### config.mk
export PLATFORM = sky130hd
export DESIGN_NAME = psa_engine
export DESIGN_NICKNAME = d
export VERILOG_FILES = /design/src/hw/rtl/psa_pkg.sv /design/src/hw/rtl/psa_engine.sv
export SDC_FILE = /design/constraint.sdc
export NUM_CORES = 1
export LEC_CHECK = 0
export BUFFER_PORTS_ARGS = -buffer_cell sky130_fd_sc_hd__buf_2
export CORE_MARGIN = 3
export CORE_UTILIZATION = 53
export CTS_BUF_LIST = sky130_fd_sc_hd__clkbuf_16
export DETAILED_ROUTE_END_ITERATION = 7
export HOLD_SLACK_MARGIN = 0.12
export PLACE_DENSITY_LB_ADDON = 0.1
export SYNTH_ARGS = -nofsm -noshare
export SYNTH_HDL_FRONTEND = slang
export SYNTH_SLANG_ARGS = --single-unit
### constraint.sdc
create_clock -name clk_i -period 7.5 [get_ports clk_i]
set_input_delay 1.5 -clock clk_i [delete_from_list [all_inputs] [get_ports clk_i]]
set_output_delay 1.5 -clock clk_i [all_outputs]
set_load 0.01 [all_outputs]
### src/hw/rtl/psa_pkg.sv
// shared types and constants of the process slot allocator
package psa_pkg;

  localparam int unsigned LOG2_SLOTS_DEF = 10;
  localparam int unsigned SLOT_W         = 10;
  localparam int unsigned IDENT_W        = 32;
  localparam int unsigned GEN_W          = 21;
  localparam int unsigned IN_TDATA_W     = 80;
  localparam int unsigned OUT_TDATA_W    = 48;

  typedef enum logic [1:0] {
    CMD_ALLOC  = 2'd0,
    CMD_FREE   = 2'd1,
    CMD_LOOKUP = 2'd2,
    CMD_RUN    = 2'd3
  } cmd_e;

  typedef enum logic [1:0] {
    ERR_OK     = 2'd0,
    ERR_BAD    = 2'd1,
    ERR_NOFREE = 2'd2
  } err_e;

  typedef enum logic {
    ST_IDLE = 1'b0,
    ST_EXEC = 1'b1
  } state_e;

  typedef struct packed {
    err_e               error_code;
    logic [SLOT_W-1:0]  slot;
    logic               slot_valid;
    logic [IDENT_W-1:0] ident;
    logic               yield_needed;
  } result_t;

endpackage

### src/hw/rtl/psa_engine.sv
// command sequencer: read slot entry, check, write back, free list and current slot state
module psa_engine import psa_pkg::*; #(
  parameter int unsigned LOG2_SLOTS = LOG2_SLOTS_DEF,
  parameter int unsigned SLOT_WORD_W = LOG2_SLOTS + IDENT_W + 1
) (
  input  logic                   clk_i,
  input  logic                   rst_ni,
  input  logic                   in_valid_i,
  input  cmd_e                   in_cmd_i,
  input  logic [SLOT_W-1:0]      in_slot_i,
  input  logic [IDENT_W-1:0]     in_ident_i,
  input  logic                   in_check_i,
  input  logic [IDENT_W-1:0]     in_parent_i,
  output logic                   in_ready_o,
  input  logic                   out_free_i,
  output logic                   commit_o,
  output result_t                result_o,
  output logic                   mem_rd_en_o,
  output logic [LOG2_SLOTS-1:0]  mem_rd_addr_o,
  output logic                   mem_we_o,
  output logic [LOG2_SLOTS-1:0]  mem_wr_addr_o,
  output logic [SLOT_WORD_W-1:0] mem_wr_slot_o,
  output logic [IDENT_W-1:0]     mem_wr_parent_o,
  input  logic [SLOT_WORD_W-1:0] mem_rd_slot_i,
  input  logic [IDENT_W-1:0]     mem_rd_parent_i
);

  localparam int unsigned IdxW = LOG2_SLOTS;
  localparam logic [IdxW:0] NumSlots = {1'b1, {IdxW{1'b0}}};
  localparam logic [IdxW:0] CntOne   = {{IdxW{1'b0}}, 1'b1};

  state_e state_q, state_d;

  // control state
  logic [IdxW-1:0]    head_q, head_d;
  logic [IdxW:0]      count_q, count_d;
  logic [IdxW:0]      wm_q, wm_d;
  logic [GEN_W-1:0]   gen_q, gen_d;
  logic [IdxW-1:0]    cur_q, cur_d;
  logic               cur_valid_q, cur_valid_d;
  logic [IDENT_W-1:0] cur_ident_q, cur_ident_d;

  // latched command word
  cmd_e               cmd_q;
  logic [IdxW-1:0]    addr_q;
  logic               oor_q;
  logic [IDENT_W-1:0] ident_q;
  logic               check_q;
  logic [IDENT_W-1:0] parent_q;

  logic               accept;
  logic               in_oor;
  logic [IdxW-1:0]    in_addr;

  logic               ent_fresh;
  logic               ent_used;
  logic [IdxW-1:0]    ent_next;
  logic [IDENT_W-1:0] ent_ident;
  logic [GEN_W-1:0]   gen_inc;
  logic [IDENT_W-1:0] new_id;
  logic               we;

  // next state
  always_comb begin
    state_d = state_q;
    case (state_q)
      ST_IDLE: begin
        if (in_valid_i) begin
          state_d = ST_EXEC;
        end
      end
      ST_EXEC: begin
        if (out_free_i) begin
          state_d = ST_IDLE;
        end
      end
      default: state_d = ST_IDLE;
    endcase
  end

  // handshake outputs
  always_comb begin
    in_ready_o = 1'b0;
    commit_o   = 1'b0;
    case (state_q)
      ST_IDLE: in_ready_o = 1'b1;
      ST_EXEC: commit_o   = out_free_i;
      default: begin
        in_ready_o = 1'b0;
        commit_o   = 1'b0;
      end
    endcase
  end

  assign accept = in_valid_i && in_ready_o;

  always_comb begin
    in_oor = (IdxW < SLOT_W) && ((32'(in_slot_i) >> IdxW) != 32'd0);
    case (in_cmd_i)
      CMD_ALLOC:  in_addr = head_q;
      CMD_LOOKUP: in_addr = IdxW'(in_ident_i);
      default:    in_addr = IdxW'(in_slot_i);
    endcase
  end

  assign mem_rd_en_o   = accept;
  assign mem_rd_addr_o = in_addr;

  // entries at or above the high-water mark were never written and are read as their reset contents
  always_comb begin
    ent_fresh = ({1'b0, addr_q} >= wm_q);
    ent_used  = ent_fresh ? 1'b0 : mem_rd_slot_i[IdxW+IDENT_W];
    ent_next  = ent_fresh ? IdxW'(addr_q + IdxW'(1)) : mem_rd_slot_i[IdxW+IDENT_W-1:IDENT_W];
    ent_ident = ent_fresh ? IDENT_W'(addr_q) : mem_rd_slot_i[IDENT_W-1:0];
    gen_inc   = gen_q + GEN_W'(1);
    new_id    = IDENT_W'({gen_inc, 1'b0, addr_q});
  end

  always_comb begin
    result_o      = '0;
    we            = 1'b0;
    mem_wr_slot_o = {ent_used, ent_next, ent_ident};
    head_d        = head_q;
    count_d       = count_q;
    wm_d          = wm_q;
    gen_d         = gen_q;
    cur_d         = cur_q;
    cur_valid_d   = cur_valid_q;
    cur_ident_d   = cur_ident_q;
    case (cmd_q)
      CMD_ALLOC: begin
        if (count_q == '0) begin
          result_o.error_code = ERR_NOFREE;
        end else begin
          gen_d         = gen_inc;
          we            = 1'b1;
          mem_wr_slot_o = {1'b1, ent_next, new_id};
          head_d        = ent_next;
          count_d       = count_q - CntOne;
          if ({1'b0, addr_q} == wm_q) begin
            wm_d = wm_q + CntOne;
          end
          if (addr_q == cur_q) begin
            cur_ident_d = new_id;
          end
          result_o.slot       = SLOT_W'(addr_q);
          result_o.slot_valid = 1'b1;
          result_o.ident      = new_id;
        end
      end
      CMD_FREE: begin
        if (oor_q || !ent_used) begin
          result_o.error_code = ERR_BAD;
        end else begin
          we            = 1'b1;
          mem_wr_slot_o = {1'b0, head_q, ent_ident};
          head_d        = addr_q;
          count_d       = count_q + CntOne;
          if (cur_valid_q && (cur_q == addr_q)) begin
            cur_valid_d           = 1'b0;
            cur_d                 = '0;
            result_o.yield_needed = 1'b1;
          end
          result_o.slot       = SLOT_W'(addr_q);
          result_o.slot_valid = 1'b1;
          result_o.ident      = ent_ident;
        end
      end
      CMD_LOOKUP: begin
        if (ident_q == '0) begin
          // zero names the running slot, no checks
          if (cur_valid_q) begin
            result_o.slot       = SLOT_W'(cur_q);
            result_o.slot_valid = 1'b1;
            result_o.ident      = cur_ident_q;
          end
        end else if (!ent_used || (ent_ident != ident_q)) begin
          result_o.error_code = ERR_BAD;
        end else if (check_q && (!cur_valid_q ||
                     ((addr_q != cur_q) && (mem_rd_parent_i != cur_ident_q)))) begin
          result_o.error_code = ERR_BAD;
        end else begin
          result_o.slot       = SLOT_W'(addr_q);
          result_o.slot_valid = 1'b1;
          result_o.ident      = ent_ident;
        end
      end
      CMD_RUN: begin
        if (oor_q) begin
          result_o.error_code = ERR_BAD;
        end else begin
          cur_d               = addr_q;
          cur_valid_d         = 1'b1;
          cur_ident_d         = ent_ident;
          result_o.slot       = SLOT_W'(addr_q);
          result_o.slot_valid = 1'b1;
          result_o.ident      = ent_ident;
        end
      end
      default: result_o.error_code = ERR_BAD;
    endcase
  end

  assign mem_we_o        = we && commit_o;
  assign mem_wr_addr_o   = addr_q;
  assign mem_wr_parent_o = parent_q;

  always_ff @(posedge clk_i or negedge rst_ni) begin
    if (!rst_ni) begin
      state_q     <= ST_IDLE;
      head_q      <= '0;
      count_q     <= NumSlots;
      wm_q        <= '0;
      gen_q       <= '0;
      cur_q       <= '0;
      cur_valid_q <= 1'b0;
      cur_ident_q <= '0;
    end else begin
      state_q <= state_d;
      if (commit_o) begin
        head_q      <= head_d;
        count_q     <= count_d;
        wm_q        <= wm_d;
        gen_q       <= gen_d;
        cur_q       <= cur_d;
        cur_valid_q <= cur_valid_d;
        cur_ident_q <= cur_ident_d;
      end
    end
  end

  always_ff @(posedge clk_i) begin
    if (accept) begin
      cmd_q    <= in_cmd_i;
      addr_q   <= in_addr;
      oor_q    <= in_oor;
      ident_q  <= in_ident_i;
      check_q  <= in_check_i;
      parent_q <= in_parent_i;
    end
  end

endmodule

==> results.json <==
{
  "grtUsageTotal_pct": 32.3,
  "period_share_pct": 85.1,
  "core_area_um2": 19500,
  "drc": 0,
  "diodes": 0,
  "synth_cell_type_count": 65,
  "cp.required_ns": 6.00,
  "synth_area_leaders": "dfrtp_1 (23%), edfxtp_1 (22%), xor2_1 (6.5%)",
  "clk_latency_ns": 0.44,
  "startpoint_type": "flop",
  "grt_pass1_vias": 9704,
  "cp_top_family": "compound AO/OA/AOI/OAI gates",
  "cpPeakStageDelay_ns": 1.00,
  "netlist_instances": 1156,
  "cts_resized": 0,
  "fmax_mhz": 157,
  "relSlewSlack_pct": 19.0,
  "yosys.area.top_type": "dfrtp_1",
  "hold_ws_ns": 0.477,
  "grt_pass1_wl_um": 54500,
  "ys_seq_area_share_pct": 44.8,
  "irDropWorstVdd_mv": 0.180,
  "numCtsBuffers": 17,
  "drt-total-wl_um": 35500,
  "worstMarginPinSlew_ns": 1.21,
  "cts_sinks": 174,
  "ctsLongestPathBuffers": 2,
  "muxShareOfSynthArea_pct": 2.70,
  "outcome": "finished, final reports clean",
  "syn_area_um2": 10600,
  "die_area_um2": 21700,
  "synth-seq-cells": 174,
  "synth_edf_count": 77,
  "fin_nets": 1612,
  "grt_antenna_before_repair": 2,
  "synth_common_cells": "nor2_1 (129), nand2_1 (116), dfrtp_1 (96)",
  "grt_remaining_overflow": 0,
  "hold_viol": 0,
  "slew_viol_final": 0,
  "startpoint": "mem_wr_addr_o[5]$_DFFE_PP_",
  "initial_core_util_pct": 54.2,
  "cts_setup_buffers": 0,
  "dpl.hpwl_um": 26800,
  "ioPinCount": 301,
  "dominantRegCellSynth": "dfrtp_1",
  "path_clk_slew_ns": 0.07,
  "cts_tree": "yes",
  "r2r_start": "cmd_q[0]$_DFFE_PP_",
  "vias_per_cell": 5.96,
  "num_rows": 51,
  "hold_path.class": "reg -> reg",
  "cts_htree_levels": 4,
  "drv_cap": 0,
  "syn_to_final_growth_pct": 22.9,
  "final_util_pct": 66.6,
  "die_w_um": 147,
  "crit_type": "reg -> out",
  "syn-num-nets": 1335,
  "synth.yosys.warnings": 0,
  "cp-end-kind": "primary output",
  "final-setup-viol-count": 0,
  "num_vias": 10190,
  "layout-drive-gt1-share_pct": 26.6,
  "ctsHoldBuffers": 0,
  "rsz0062_at_grt": "false",
  "worst-path-buf-inv": 2,
  "synth_xor_area_share_pct": 10.8,
  "drtIter0Drc": 899,
  "worstHoldStart": "wm_q[5]$_DFFE_PN0P_",
  "leakage_nw": 5.90,
  "wire_per_inst_um": 20.8,
  "async_flop_share_pct": 55.7,
  "p_per_area_nw_per_um2": 246,
  "synth_compound_area_share_pct": 18.1,
  "skew_ns": 0.0192,
  "fin_crit_ns": 6.39,
  "worstPathMaxFanout": 22,
  "fin_setup_tns_ns": 0,
  "synth_most_common_cell": "nor2_1",
  "portBuffers": 300,
  "arrival_ns": 4.89,
  "die_h_um": 147,
  "first_pass_iters": 5,
  "synth_top_family_by_area": "compound AO/OA/AOI/OAI gates",
  "synth_top_area_share_pct": 22.7,
  "worstPathCellList": "buf_4, ha_1, and3_1, o311a_4, a21oi_4, nand2_2, o21a_1, o2111ai_1, o41a_1, o221ai_1, buf_2",
  "postRouteAntennaNets": 0,
  "gp_congestion": 0.948,
  "p_total_w": 0.00319,
  "slowest_stage": "o41a_1",
  "synth_area_per_cell_um2": 9.15,
  "synth_fa_ha_area_share_pct": 2.79,
  "yosys.area_share.simple_pct": 16.4,
  "grt_max_degree": 79,
  "root_buffer": "clkbuf_16"
}
per-layer routing:
metal,global-route usage [%],share of wire [%],vias to the layer above
met5,0,0.059,-
met4,10.2,3.2,4
met3,7.56,11,85
met2,51.2,46,582
met1,44.4,40,4836
li1,-,-,4683
registers in the layout (all words and copies together) (netlist names):
| name | count |
|---|---|
| cmd_q | 2 |
| wm_q | 11 |
| head_q | 10 |
| count_q | 11 |
| cur_ident_q | 32 |
| cur_q | 10 |
| gen_q | 21 |
| ident_q | 32 |
| check_q | 1 |
| mem_wr_addr_o | 10 |
| cur_valid_q | 1 |
| mem_wr_parent_o | 32 |
| state_q | 1 |
report_power, final:
group / total [W] / switching [W] / internal (W) / leakage [nW]
Sequential: 0.00137 / 0.000188 / 0.00118 / 1.93
Clock: 0.000955 / 0.000461 / 0.000494 / 0.311
Combinational: 0.000871 / 0.000497 / 0.000374 / 3.66
Total: 0.00319 / 0.00115 / 0.00205 / 5.90
cells by family after synthesis:
kind of cell | count (synthesis)
xor gates and xnor gates | 131
AOI/OAI and AO/OA | 305
DFF | 174
and+or+nand+nor | 378
buffers and inverters | 117
muxes | 28
adders and majority gates | 23
metrics by stage:
stage               worst slack [ns]  instances  cell area, um2
floorplan                      0.983       1156           10600
finish                          1.11       1711           13000
CTS                             1.17       1711           13000
global placement                1.36       1679           12400
global route                   0.879       1711           13000
detailed placement              1.24       1679           12400
layout by cell type (no fill, tap or decap), drive strengths merged, types with 11 or more instances in the layout:
| cell type | instances |
|---|---|
| a21oi | 94 |
| dfrtp | 96 |
| a22o | 12 |
| ha | 22 |
| a21o | 19 |
| a31oi | 14 |
| xnor2 | 52 |
| nor3 | 18 |
| inv | 59 |
| nand2 | 117 |
| xor2 | 79 |
| nor4 | 22 |
| nand4 | 15 |
| edfxtp | 77 |
| a221oi | 11 |
| nand3 | 26 |
| and3 | 12 |
| clkbuf | 17 |
| nor2 | 129 |
| o21ai | 103 |
| mux2i | 24 |
| buf | 323 |
worst paths after layout:
| check | end | slack, ns | depth (start not counted) |
|---|---|---|---|
| worst max register to register | count_q[10]$_DFFE_PN1P_ | 3.56 | 12 |
| worst min register to register | wm_q[5]$_DFFE_PN0P_ | 0.48 | 1 |
| worst min-delay path | wm_q[5]$_DFFE_PN0P_ | 0.48 | 1 |
| max in group asynchronous | gen_q[15]$_DFFE_PN0P_ | 5.28 | 2 |
| min in group asynchronous | cur_q[7]$_DFFE_PN0P_ | 1.06 | 1 |
| worst max-delay path | result_o[30] | 1.11 | 11 |
area by class of cell:
| class | count | area, um2 |
|---|---|---|
| inverters | 52 | 195 |
| well taps | 265 | 332 |
| multi-input cells | 865 | 5410 |
| fillers | 1710 | 6530 |
| flip-flops and latches | 174 | 4740 |
| clock buffers | 17 | 425 |
| clock inverters | 15 | 220 |
| repair buffers | 323 | 1680 |
Power figures use the tool's default switching activity.
